<file path="config.mk">
export PLATFORM = sky130hd
export DESIGN_NAME = adc_ladder_keypad_debounce_unit
export DESIGN_NICKNAME = d
export VERILOG_FILES = /design/src/design/alkd_pkg.sv /design/src/design/alkd_front.sv /design/src/design/alkd_fifo.sv /design/src/design/alkd_back.sv /design/src/design/adc_ladder_keypad_debounce_unit.sv
export SDC_FILE = /design/constraint.sdc
export NUM_CORES = 2
export LEC_CHECK = 0
export BUFFER_PORTS_ARGS = -buffer_cell sky130_fd_sc_hd__clkbuf_2
export CELL_PAD_IN_SITES_DETAIL_PLACEMENT = 1
export CELL_PAD_IN_SITES_GLOBAL_PLACEMENT = 1
export CORE_UTILIZATION = 51
export DETAILED_ROUTE_END_ITERATION = 10
export HOLD_SLACK_MARGIN = 0.06
export PLACE_DENSITY_LB_ADDON = 0.1
export SETUP_SLACK_MARGIN = 0.15
export SLEW_MARGIN = 20
export SYNTH_ARGS = -nofsm -noshare
export SYNTH_HDL_FRONTEND = slang
export SYNTH_SLANG_ARGS = --single-unit
</file>
<file path="constraint.sdc">
create_clock -name clk -period 7.14 [get_ports clk]
set_clock_uncertainty 0.1 [all_clocks]
set_input_delay 1.428 -clock clk [delete_from_list [all_inputs] [get_ports clk]]
set_output_delay 1.428 -clock clk [all_outputs]
set_load 0.01 [all_outputs]
</file>
<file path="src/design/alkd_pkg.sv">
// ----------------------------------------------------------------------------
// alkd_pkg - shared types and constants for the ladder keypad debounce unit
// Configuration layout, item kinds, register indexes and inter-stage structs.
// ----------------------------------------------------------------------------
package alkd_pkg;

  localparam int UV_W   = 21;   // microvolt quantities
  localparam int RAW_W  = 12;   // converter result
  localparam int PROD_W = 33;   // raw * reference
  localparam int SS_W   = 4;    // stable sample count
  localparam int CODE_W = 16;   // scan code
  localparam int CLS_W  = 3;    // 0 none, 1..4 key index plus one
  localparam int ITEM_Q_DEPTH = 4;
  localparam int FIFO_AW      = 2;

  // item kinds
  localparam logic [1:0] KIND_SAMPLE = 2'd0;
  localparam logic [1:0] KIND_READ   = 2'd1;
  localparam logic [1:0] KIND_CLEAR  = 2'd2;

  localparam logic [CLS_W-1:0] CLS_NONE = 3'd0;
  localparam logic [CLS_W-1:0] CLS_KEY0 = 3'd1;
  localparam logic [CLS_W-1:0] CLS_KEY1 = 3'd2;
  localparam logic [CLS_W-1:0] CLS_KEY2 = 3'd3;
  localparam logic [CLS_W-1:0] CLS_KEY3 = 3'd4;

  // register indexes
  localparam logic [2:0] REG_KEY0_TH   = 3'd0;
  localparam logic [2:0] REG_KEY1_TH   = 3'd1;
  localparam logic [2:0] REG_KEY2_TH   = 3'd2;
  localparam logic [2:0] REG_KEY3_TH   = 3'd3;
  localparam logic [2:0] REG_RELEASE   = 3'd4;
  localparam logic [2:0] REG_STABLE    = 3'd5;
  localparam logic [2:0] REG_SCAN_TAB  = 3'd6;
  localparam logic [2:0] REG_REFERENCE = 3'd7;

  // reset values
  localparam logic [UV_W-1:0] RST_KEY0_TH   = 21'd17000;
  localparam logic [UV_W-1:0] RST_KEY1_TH   = 21'd300000;
  localparam logic [UV_W-1:0] RST_KEY2_TH   = 21'd987000;
  localparam logic [UV_W-1:0] RST_KEY3_TH   = 21'd1310000;
  localparam logic [UV_W-1:0] RST_RELEASE   = 21'd1800000;
  localparam logic [SS_W-1:0] RST_STABLE    = 4'd3;
  localparam logic [63:0]     RST_SCAN_TAB  = 64'h0017_000D_0002_0001;
  localparam logic [UV_W-1:0] RST_REFERENCE = 21'd1800000;

  localparam logic [12:0] ADC_FULL_SCALE = 13'd4095;

  typedef struct packed {
    logic [UV_W-1:0] key0_threshold_uv;
    logic [UV_W-1:0] key1_threshold_uv;
    logic [UV_W-1:0] key2_threshold_uv;
    logic [UV_W-1:0] key3_threshold_uv;
    logic [UV_W-1:0] release_level_uv;
    logic [SS_W-1:0] stable_samples;
    logic [63:0]     scan_code_table;
    logic [UV_W-1:0] reference_uv;
  } alkd_cfg_t;

  // classified item handed from front to back
  typedef struct packed {
    logic [1:0]       kind;
    logic             timed_out;
    logic [CLS_W-1:0] cls;
  } alkd_item_t;

  typedef struct packed {
    logic full;
    logic empty;
  } alkd_fifo_stat_t;

  typedef struct packed {
    logic              key_valid;
    logic [CODE_W-1:0] scan_code;
    logic              key_down;
    logic [1:0]        events_queued;
    logic [2:0]        queue_count;
    logic [CLS_W-1:0]  candidate_key;
  } alkd_result_t;

  typedef enum logic [1:0] {
    ST_EXEC,
    ST_PUSH2,
    ST_READ
  } alkd_state_t;

endpackage

</file>
<file path="src/design/alkd_front.sv">
// ----------------------------------------------------------------------------
// alkd_front - sample scaling and classification pipeline
// Four stages: multiply, two halves of the divide by 4095, threshold compare.
// ----------------------------------------------------------------------------
module alkd_front
  import alkd_pkg::*;
(
  input  logic                 clk,
  input  logic                 rst_n,
  input  alkd_cfg_t            cfg,
  input  logic                 in_valid,
  output logic                 in_ready,
  input  logic [1:0]           in_kind,
  input  logic [RAW_W-1:0]     in_raw,
  input  logic                 in_timed_out,
  output logic                 push,
  output alkd_item_t           push_item,
  input  logic                 fifo_full
);

  logic adv;

  logic              s1_valid_r, s2_valid_r, s3_valid_r, s4_valid_r;
  logic [1:0]        s1_kind_r, s2_kind_r, s3_kind_r;
  logic              s1_to_r, s2_to_r, s3_to_r;
  logic [PROD_W-1:0] s1_prod_r;
  logic [UV_W-1:0]   s2_q0_r;
  logic [UV_W:0]     s2_y1_r;
  logic [UV_W-1:0]   s3_uv_r;
  alkd_item_t        s4_item_r;

  logic [UV_W:0]     y1_nxt;
  logic [9:0]        q1;
  logic [12:0]       y2;
  logic              corr;
  logic [UV_W:0]     uv_sum;
  logic [CLS_W-1:0]  cls_nxt;

  // whole pipe moves together; holds only when the last stage cannot leave
  assign adv      = !s4_valid_r || !fifo_full;
  assign in_ready = adv;
  assign push     = s4_valid_r && adv;
  assign push_item = s4_item_r;

  // x = 4096*q0 + r0 = 4095*q0 + (q0 + r0), folded twice, then one correction
  assign y1_nxt = {1'b0, s1_prod_r[PROD_W-1:12]} + (UV_W+1)'(s1_prod_r[11:0]);
  assign q1     = s2_y1_r[UV_W:12];
  assign y2     = {1'b0, s2_y1_r[11:0]} + 13'(q1);
  assign corr   = (y2 >= ADC_FULL_SCALE);
  assign uv_sum = {1'b0, s2_q0_r} + (UV_W+1)'(q1) + (UV_W+1)'(corr);

  always_comb begin
    if (s3_uv_r >= cfg.release_level_uv) begin
      cls_nxt = CLS_NONE;
    end else if (s3_uv_r < cfg.key0_threshold_uv) begin
      cls_nxt = CLS_KEY0;
    end else if (s3_uv_r < cfg.key1_threshold_uv) begin
      cls_nxt = CLS_KEY1;
    end else if (s3_uv_r < cfg.key2_threshold_uv) begin
      cls_nxt = CLS_KEY2;
    end else if (s3_uv_r < cfg.key3_threshold_uv) begin
      cls_nxt = CLS_KEY3;
    end else begin
      cls_nxt = CLS_NONE;
    end
  end

  always_ff @(posedge clk) begin
    if (!rst_n) begin
      s1_valid_r <= 1'b0;
      s2_valid_r <= 1'b0;
      s3_valid_r <= 1'b0;
      s4_valid_r <= 1'b0;
    end else if (adv) begin
      s1_valid_r <= in_valid;
      s2_valid_r <= s1_valid_r;
      s3_valid_r <= s2_valid_r;
      s4_valid_r <= s3_valid_r;
    end
  end

  always_ff @(posedge clk) begin
    if (adv) begin
      s1_kind_r <= in_kind;
      s1_to_r   <= in_timed_out;
      s1_prod_r <= PROD_W'(in_raw) * PROD_W'(cfg.reference_uv);
      s2_kind_r <= s1_kind_r;
      s2_to_r   <= s1_to_r;
      s2_q0_r   <= s1_prod_r[PROD_W-1:12];
      s2_y1_r   <= y1_nxt;
      s3_kind_r <= s2_kind_r;
      s3_to_r   <= s2_to_r;
      s3_uv_r   <= uv_sum[UV_W-1:0];
      s4_item_r.kind      <= s3_kind_r;
      s4_item_r.timed_out <= s3_to_r;
      s4_item_r.cls       <= cls_nxt;
    end
  end

endmodule

</file>
<file path="src/design/alkd_fifo.sv">
// ----------------------------------------------------------------------------
// alkd_fifo - short item queue between front and back
// Registered slots, first word visible at the head.
// ----------------------------------------------------------------------------
module alkd_fifo
  import alkd_pkg::*;
(
  input  logic            clk,
  input  logic            rst_n,
  input  logic            push,
  input  alkd_item_t      push_item,
  input  logic            pop,
  output alkd_item_t      head_item,
  output alkd_fifo_stat_t stat
);

  alkd_item_t         slot_r [ITEM_Q_DEPTH];
  logic [FIFO_AW-1:0] wr_ptr_r, rd_ptr_r;
  logic [FIFO_AW:0]   count_r;

  assign head_item  = slot_r[rd_ptr_r];
  assign stat.full  = (count_r == (FIFO_AW+1)'(ITEM_Q_DEPTH));
  assign stat.empty = (count_r == '0);

  always_ff @(posedge clk) begin
    if (!rst_n) begin
      wr_ptr_r <= '0;
      rd_ptr_r <= '0;
      count_r  <= '0;
    end else begin
      if (push) wr_ptr_r <= wr_ptr_r + 1'b1;
      if (pop)  rd_ptr_r <= rd_ptr_r + 1'b1;
      case ({push, pop})
        2'b10:   count_r <= count_r + 1'b1;
        2'b01:   count_r <= count_r - 1'b1;
        default: count_r <= count_r;
      endcase
    end
  end

  always_ff @(posedge clk) begin
    if (push) slot_r[wr_ptr_r] <= push_item;
  end

endmodule

</file>
<file path="src/design/alkd_back.sv">
// ----------------------------------------------------------------------------
// alkd_back - debounce counter, key event ring and result register
// Sequencer for the two pushes of a press and the registered ring read.
// ----------------------------------------------------------------------------
module alkd_back
  import alkd_pkg::*;
#(
  parameter int QUEUE_SLOTS = 8
) (
  input  logic            clk,
  input  logic            rst_n,
  input  alkd_cfg_t       cfg,
  input  alkd_item_t      item,
  input  alkd_fifo_stat_t fifo_stat,
  output logic            pop,
  output logic            out_valid,
  input  logic            out_ready,
  output alkd_result_t    out_res
);

  localparam int PW = $clog2(QUEUE_SLOTS);
  localparam int FW = (PW > 3) ? PW : 3;

  function automatic logic [PW-1:0] ptr_inc(input logic [PW-1:0] p);
    ptr_inc = (p == PW'(QUEUE_SLOTS - 1)) ? '0 : p + 1'b1;
  endfunction

  function automatic logic [PW-1:0] ring_fill(input logic [PW-1:0] h,
                                              input logic [PW-1:0] t);
    logic [PW:0] diff;
    diff = (t >= h) ? ({1'b0, t} - {1'b0, h})
                    : ({1'b0, t} + (PW+1)'(QUEUE_SLOTS) - {1'b0, h});
    ring_fill = diff[PW-1:0];
  endfunction

  logic [CODE_W:0]   ring_mem [QUEUE_SLOTS];
  logic              mem_we;
  logic [PW-1:0]     mem_waddr;
  logic [CODE_W:0]   mem_wdata;
  logic [CODE_W:0]   rd_q_r;

  alkd_state_t       state_r, state_nxt;
  logic [PW-1:0]     head_r, head_nxt, tail_r, tail_nxt;
  logic [CLS_W-1:0]  last_class_r, last_class_nxt;
  logic [SS_W-1:0]   stable_r, stable_nxt;
  logic [CODE_W-1:0] sc_r, sc_nxt;
  logic              q1_r, q1_nxt;
  logic              out_valid_r;
  alkd_result_t      out_res_r, res;
  logic              out_load, load_ok;

  logic [SS_W:0]     cap, inc, cnt;
  logic              fire, ring_full, push2;
  logic [1:0]        kidx;
  logic [CODE_W-1:0] sc_sel;
  logic [FW-1:0]     fill_ext;

  assign load_ok   = !out_valid_r || out_ready;
  assign out_valid = out_valid_r;
  assign out_res   = out_res_r;
  assign ring_full = (ptr_inc(tail_r) == head_r);

  // debounce arithmetic on the head item
  assign kidx   = 2'(item.cls - 3'd1);
  assign sc_sel = cfg.scan_code_table[{kidx, 4'd0} +: CODE_W];

  always_comb begin
    cap = {1'b0, cfg.stable_samples} + 5'd1;
    if (cap > 5'd15) cap = 5'd15;
    inc = {1'b0, stable_r} + 5'd1;
    if (item.cls == last_class_r) begin
      cnt  = (inc > cap) ? cap : inc;
      fire = (cnt == {1'b0, cfg.stable_samples}) && (stable_r < cfg.stable_samples);
    end else begin
      cnt  = 5'd1;
      fire = (cfg.stable_samples == 4'd1);
    end
  end

  always_comb begin
    state_nxt      = state_r;
    head_nxt       = head_r;
    tail_nxt       = tail_r;
    last_class_nxt = last_class_r;
    stable_nxt     = stable_r;
    sc_nxt         = sc_r;
    q1_nxt         = q1_r;
    pop            = 1'b0;
    out_load       = 1'b0;
    mem_we         = 1'b0;
    mem_waddr      = tail_r;
    mem_wdata      = '0;
    push2          = 1'b0;
    res            = '0;
    case (state_r)
      ST_EXEC: begin
        if (!fifo_stat.empty && load_ok) begin
          pop = 1'b1;
          case (item.kind)
            KIND_SAMPLE: begin
              if (!item.timed_out) begin
                last_class_nxt = item.cls;
                stable_nxt     = cnt[SS_W-1:0];
                if (fire && item.cls != CLS_NONE) begin
                  sc_nxt    = sc_sel;
                  state_nxt = ST_PUSH2;
                  q1_nxt    = !ring_full;
                  if (!ring_full) begin
                    mem_we    = 1'b1;
                    mem_wdata = {1'b1, sc_sel};
                    tail_nxt  = ptr_inc(tail_r);
                  end
                end else begin
                  out_load = 1'b1;
                end
              end else begin
                out_load = 1'b1;
              end
            end
            KIND_READ: begin
              if (head_r != tail_r) begin
                state_nxt = ST_READ;
              end else begin
                out_load = 1'b1;
              end
            end
            KIND_CLEAR: begin
              head_nxt = '0;
              tail_nxt = '0;
              out_load = 1'b1;
            end
            default: out_load = 1'b1;
          endcase
        end
      end
      ST_PUSH2: begin
        if (load_ok) begin
          push2 = !ring_full;
          if (!ring_full) begin
            mem_we    = 1'b1;
            mem_wdata = {1'b0, sc_r};
            tail_nxt  = ptr_inc(tail_r);
          end
          res.events_queued = {1'b0, q1_r} + {1'b0, push2};
          out_load  = 1'b1;
          state_nxt = ST_EXEC;
        end
      end
      ST_READ: begin
        if (load_ok) begin
          res.key_valid = 1'b1;
          res.scan_code = rd_q_r[CODE_W-1:0];
          res.key_down  = rd_q_r[CODE_W];
          head_nxt      = ptr_inc(head_r);
          out_load      = 1'b1;
          state_nxt     = ST_EXEC;
        end
      end
      default: state_nxt = ST_EXEC;
    endcase
    fill_ext          = FW'(ring_fill(head_nxt, tail_nxt));
    res.queue_count   = fill_ext[2:0];
    res.candidate_key = last_class_nxt;
  end

  always_ff @(posedge clk) begin
    if (!rst_n) begin
      state_r      <= ST_EXEC;
      head_r       <= '0;
      tail_r       <= '0;
      last_class_r <= CLS_NONE;
      stable_r     <= '0;
      out_valid_r  <= 1'b0;
    end else begin
      state_r      <= state_nxt;
      head_r       <= head_nxt;
      tail_r       <= tail_nxt;
      last_class_r <= last_class_nxt;
      stable_r     <= stable_nxt;
      if (out_load) begin
        out_valid_r <= 1'b1;
      end else if (out_ready) begin
        out_valid_r <= 1'b0;
      end
    end
  end

  always_ff @(posedge clk) begin
    sc_r <= sc_nxt;
    q1_r <= q1_nxt;
    if (out_load) out_res_r <= res;
  end

  // event ring: one write port, registered read at the head
  always_ff @(posedge clk) begin
    if (mem_we) ring_mem[mem_waddr] <= mem_wdata;
    rd_q_r <= ring_mem[head_r];
  end

endmodule

</file>
<file path="src/design/adc_ladder_keypad_debounce_unit.sv">
// ----------------------------------------------------------------------------
// adc_ladder_keypad_debounce_unit - resistor-ladder keypad front end
// Scales ADC samples, debounces the key class and queues key events.
// ----------------------------------------------------------------------------
// Usage
//   in_*  : one item per handshake. tuser picks the kind (sample, read one
//           queued event, clear queue) and flags a timed-out conversion;
//           tdata carries the 12-bit raw sample.
//   out_* : exactly one result item per input item, in input order.
//           tuser says whether a read returned an event; tdata carries the
//           scan code, press/release bit, events queued, queue fill and the
//           current candidate key.
//   cfg_* : register writes, one per cycle; the user must issue them only while
//           the unit is idle, as the unit itself does not enforce this.
// Throughput: one item per cycle while nothing stalls; a confirming sample
// also holds the back end in ST_PUSH2 (two pushes through the single ring
// write port), a returning read in ST_READ (registered ring read). A 4-entry
// queue between classify pipeline and back end lets each side stall alone.
// Reset (synchronous, rst_n low) restores register defaults, empties the
// event ring and clears the debounce state; no clearing pass is needed.
// When out_tready is low the result register holds; in_tready drops while
// the internal queue is full and an item waits at the end of the pipeline.
// ----------------------------------------------------------------------------
module adc_ladder_keypad_debounce_unit
  import alkd_pkg::*;
#(
  parameter int QUEUE_SLOTS = 8
) (
  input  logic        clk,
  input  logic        rst_n,
  // input channel
  input  logic        in_tvalid,
  output logic        in_tready,
  input  logic [15:0] in_tdata,   // [11:0] adc_sample, rest zero
  input  logic [2:0]  in_tuser,   // [1:0] kind, [2] sample_timed_out
  // result channel
  output logic        out_tvalid,
  input  logic        out_tready,
  output logic [31:0] out_tdata,  // [15:0] scan_code, [16] key_down,
                                  // [18:17] events_queued, [21:19] queue_count,
                                  // [24:22] candidate_key, rest zero
  output logic [0:0]  out_tuser,  // [0] key_valid
  // configuration
  input  logic        cfg_we,
  input  logic [2:0]  cfg_index,
  input  logic [63:0] cfg_wdata
);

  alkd_cfg_t       cfg_r;
  logic            fifo_push, fifo_pop;
  alkd_item_t      fifo_in, fifo_head;
  alkd_fifo_stat_t fifo_stat;
  alkd_result_t    out_res;

  // register file
  always_ff @(posedge clk) begin
    if (!rst_n) begin
      cfg_r.key0_threshold_uv <= RST_KEY0_TH;
      cfg_r.key1_threshold_uv <= RST_KEY1_TH;
      cfg_r.key2_threshold_uv <= RST_KEY2_TH;
      cfg_r.key3_threshold_uv <= RST_KEY3_TH;
      cfg_r.release_level_uv  <= RST_RELEASE;
      cfg_r.stable_samples    <= RST_STABLE;
      cfg_r.scan_code_table   <= RST_SCAN_TAB;
      cfg_r.reference_uv      <= RST_REFERENCE;
    end else if (cfg_we) begin
      case (cfg_index)
        REG_KEY0_TH:   cfg_r.key0_threshold_uv <= cfg_wdata[UV_W-1:0];
        REG_KEY1_TH:   cfg_r.key1_threshold_uv <= cfg_wdata[UV_W-1:0];
        REG_KEY2_TH:   cfg_r.key2_threshold_uv <= cfg_wdata[UV_W-1:0];
        REG_KEY3_TH:   cfg_r.key3_threshold_uv <= cfg_wdata[UV_W-1:0];
        REG_RELEASE:   cfg_r.release_level_uv  <= cfg_wdata[UV_W-1:0];
        REG_STABLE:    cfg_r.stable_samples    <= cfg_wdata[SS_W-1:0];
        REG_SCAN_TAB:  cfg_r.scan_code_table   <= cfg_wdata;
        REG_REFERENCE: cfg_r.reference_uv      <= cfg_wdata[UV_W-1:0];
        default:       cfg_r <= cfg_r;
      endcase
    end
  end

  // front: scale and classify
  alkd_front u_front (
    .clk          (clk),
    .rst_n        (rst_n),
    .cfg          (cfg_r),
    .in_valid     (in_tvalid),
    .in_ready     (in_tready),
    .in_kind      (in_tuser[1:0]),
    .in_raw       (in_tdata[RAW_W-1:0]),
    .in_timed_out (in_tuser[2]),
    .push         (fifo_push),
    .push_item    (fifo_in),
    .fifo_full    (fifo_stat.full)
  );

  alkd_fifo u_fifo (
    .clk       (clk),
    .rst_n     (rst_n),
    .push      (fifo_push),
    .push_item (fifo_in),
    .pop       (fifo_pop),
    .head_item (fifo_head),
    .stat      (fifo_stat)
  );

  // back: debounce, event ring, result register
  alkd_back #(
    .QUEUE_SLOTS (QUEUE_SLOTS)
  ) u_back (
    .clk       (clk),
    .rst_n     (rst_n),
    .cfg       (cfg_r),
    .item      (fifo_head),
    .fifo_stat (fifo_stat),
    .pop       (fifo_pop),
    .out_valid (out_tvalid),
    .out_ready (out_tready),
    .out_res   (out_res)
  );

  assign out_tdata = {7'd0, out_res.candidate_key, out_res.queue_count,
                      out_res.events_queued, out_res.key_down, out_res.scan_code};
  assign out_tuser = out_res.key_valid;

  // checks
  a_no_fifo_overflow: assert property (@(posedge clk) disable iff (!rst_n)
    fifo_push |-> !fifo_stat.full)
    else $error("front pushed into a full item queue");

  a_no_fifo_underflow: assert property (@(posedge clk) disable iff (!rst_n)
    fifo_pop |-> !fifo_stat.empty)
    else $error("back popped an empty item queue");

  a_read_result_clean: assert property (@(posedge clk) disable iff (!rst_n)
    out_tvalid && out_res.key_valid |-> out_res.events_queued == 2'd0)
    else $error("returned event also reports queued events");

  a_candidate_range: assert property (@(posedge clk) disable iff (!rst_n)
    out_tvalid |-> out_res.candidate_key <= CLS_KEY3)
    else $error("candidate key out of range");

endmodule

</file>
==> impl_results.md <==
* Status: finished clean
* Startpoint types: primary input
* Area Overhead vs Synth at 11.5%
* Final net count at 3662
* Post-synth top area share at 29.1%
* Top-Level Pins at 126
* First-pass GRT wire length at 142000 µm
* Net Sw Frac at 37.3%
* Synth area leaders: edfxtp_1 (29%), dfxtp_1 (15%), fa_1 (12%), ha_1 (8.9%), nand2_1 (6.6%)
* Die height at 254 µm
* Initial DRC count at 1180
* Via Count at 23100
* Met3 routed WL at 3360 µm
* H-tree Lvls at 2
* Least-Margin Pin Slew at 1160 ps
* Post-synthesis cell count at 3045
* Internal power at 8.57 mW
* First-pass detailed-route iteration total at 5
* TritonCTS Buffers at 59
* Post-synthesis compound-gate area fraction at 9.20%
* Synth Register Bits at 555
* Crit Path Class: in2reg
* Dpl hpwl at 65200 µm
* CTS tree: built
* Worst path slowest cell: fa_1
* Most frequent cells in the layout: nand2_1 (571), inv_1 (322), edfxtp_1 (315), dfxtp_1 (239), ha_1 (231)
* Main flop type after synthesis: edfxtp_1
* Clock Power Share at 24.1%
* Asr flop ratio synth at 0%
* Final Instance Count excl. Fillers at 4042
* Most common cell after layout, fill and taps aside: nand2_1
* Clock Latency Late Sink at 660 ps
* Top sig layer: met4
* Wire length on met1 at 36400 µm
* Die Wd at 254 µm
* Worst path cell trace: clkbuf_2 -> buf_4 -> nand2_1 -> fa_1 -> fa_1 -> inv_1 -> fa_1 -> fa_1 -> fa_1 -> ha_1 -> and3_1 -> nand2_1 -> nor3_1 -> buf_4 -> o2111ai_1 -> nand3_1 -> o21ai_0 -> o21ai_0 -> a21oi_1 -> xnor2_1
* Logic pwr share at 42.6%
* Post-synthesis sequential area ratio at 43.9%
* Vias/cell at 5.71
* Worst vdd ir at 0.295 mV
* Clk sinks at 555
* Yosys top cell by area: edfxtp_1
* CTS Hold Buffers Added at 0
* Leak pwr at 15.1 nW
* Final min period at 6450 ps
* WL final at 90600 µm
* Initial Util at 51.6%
* Max clock buf depth at 3
* Post-Place Cells at 3929
* Clock-pin slew of the registers on the worst-case setup and hold paths at 60 ps
* Pwr Density at 378 nW/µm²
* Min-Delay Path Class: reg2reg
* Root buffer cell: clkbuf_16
* RePlAce Congestion at 0.851
* Slew margin rel. at 23.0%
* Setup TNS Final at 0 ps
* Post-DRT Antenna Nets at 0
* Max Fclk at 0.155 GHz
* Slew Viols, Final at 0
* Synth unique cells at 77
* Max incr delay on CP at 540 ps
* Post-synth EDFFs at 315
* Hold WS at 319 ps
* Synth Area in Adders at 21.0%
* Switch Pwr at 5.10 mW
* Final core occ at 57.5%
* Vias in the first global route at 25226
* CP max FO at 13
* Final setup viols at 0
* GRT Residual Overflow at 0
* Port Buffers at 114
* Worst Path Required at 7440 ps
* Final hold violation count at 0
* Layout cells sized above 1 at 12.0%
* Setup bufs post-CTS at 0
* DRC violations left at 0
* Post-synthesis xor/xnor area fraction at 2.21%
* Reg power frac at 33.4%
* Core Box Area at 63000 µm²
* Unrepaired setup endpoints after global routing: no
* Simple-gate share of the synthesized area at 13.0%
* GRT Resource Usage Total at 28.6%
* Largest net degree at the start of global routing at 80
* Largest family of logic cells by synthesized area: adder cells
* Syn Std Cell Area at 32500 µm²
* FILL cells at 6734
* Number of antenna violations at the first check in global routing at 1
* PostCTS Resize Cnt at 0
* Crit path DAT at 6750 ps
* Met2 Wirelength at 47900 µm
* Final Cycle Share at 90.4%
* Num rows at 92
* WL per Instance at 22.4 µm
* CP endpoint kind: register
* Worst path most repeated cell: fa_1
* Max Cap Viol at 0
* Die ar. at 64700 µm²
* Avg Cell Area, Syn at 10.7 µm²
* Yosys warnings at 0
* Mux cell area share after synthesis at 5.07%
cell usage after synthesis, types with 4 or more instances:
master and number:
buf_1 9, mux2i_1 16, nor3_1 24, and2_1 94, nand2b_1 22, edfxtp_1 315
mux2_2 20, nor2_1 91, fa_1 196, a22o_1 16, nand3_1 49, dfxtp_1 240
o31a_1 4, buf_2 4, and4_1 5, a31oi_1 9, a21oi_1 182, buf_4 8
and3_1 34, a21o_1 41, a22oi_1 6, o21a_1 21, nand4_1 11, nand2_1 571
o21ai_0 72, xnor2_1 56, xor2_1 26, mux4_2 55, nor3_2 5, a21boi_0 12
o211ai_1 50, inv_2 4, a2111oi_0 4, nor2b_1 14, o21bai_1 5, clkbuf_1 124
a211oi_1 12, o2111ai_1 5, a31o_2 4, inv_1 323, ha_1 231, nor4_1 5
registers in the layout, indices dropped and copies added, names as in the netlist, 2 cells and up, named ones only:
register and flops:
cfg_r 194, u_back.ring_mem 136, u_front.s1_prod_r 33, u_back.out_res 26
u_fifo.slot_r 24, u_front.s2_y1_r 22, u_front.s2_q0_r 21, u_front.s3_uv_r 21
u_back.rd_q_r 17, u_back.sc_r 16, u_front.push_item 6, u_back.stable_r 4
u_back.head_r 3, u_back.last_class_r 3, u_back.mem_waddr 3, u_fifo.count_r 3
u_back.state_r 2, u_fifo.rd_ptr_r 2, u_fifo.wr_ptr_r 2, u_front.s1_kind_r 2
u_front.s2_kind_r 2, u_front.s3_kind_r 2
worst max-delay path: cells and delay by family:
kind	cells	cell delay [ps]
compound gates	4	750
xor+xnor	1	130
buf+inv	4	700
simple gates	5	780
fa+ha+maj	6	2930
cells by family after synthesis:
group / count (synthesis)
mux: 92
simple gates: 942
fa+ha+maj: 427
buf+inv: 473
compound gates: 472
xor+xnor: 82
other cells: 2
flops: 555
power groups by stage:
stage	registers, mW	logic [mW]	clock network, mW
CTS	4.56	5.88	3.33
global route	4.60	6.51	3.45
floorplan	4.44	4.08	0
global placement	4.61	5.56	0
detailed placement	4.63	5.82	0
finish	4.56	5.82	3.29
through the flow:
| step | power [mW] | cell area [µm²] | setup slack (ps) |
|---|---|---|---|
| 3_5_place_dp | 10.4 | 34100 | 29.6 |
| 5_1_grt | 14.6 | 36200 | 437 |
| 4_1_cts | 13.8 | 36200 | 684 |
| 3_3_place_gp | 10.2 | 34100 | 87.9 |
| 6_report | 13.7 | 36200 | 687 |
| 2_1_floorplan | 8.52 | 32500 | 610 |
path summary, 6_finish.rpt:
check	from	depth (start not counted)	to	slack [ps]
worst max-delay path	in_tdata[5]	20	u_front.s1_prod_r[31]	690
worst min-delay path	u_front.s2_to_r	0	u_front.s3_to_r	320
worst max register to register	cfg_r[1]	21	u_front.s1_prod_r[31]	970
worst min register to register	u_front.s2_to_r	0	u_front.s3_to_r	320
metal layers:
layer / GRT usage (%) / vias to the layer above
li1: - / 10508
met1: 34.7 / 11953
met2: 52.5 / 479
met3: 3.19 / 160
met4: 9.79 / 0
met5: 0 / -
final cells by class:
class / instances / area, µm² / share of cell area, %
diodes: 1 / 2.50 / 0.00691
flip-flops and latches: 555 / 14300 / 39.4
clock buffers: 66 / 1520 / 4.21
clock inverters: 46 / 563 / 1.56
multi-input cells: 2023 / 16500 / 45.6
well taps: 846 / 1060 / 2.92
inverters: 327 / 1230 / 3.40
repair buffers: 178 / 1060 / 2.94
Note: power is estimated with default switching activity, not from simulation.
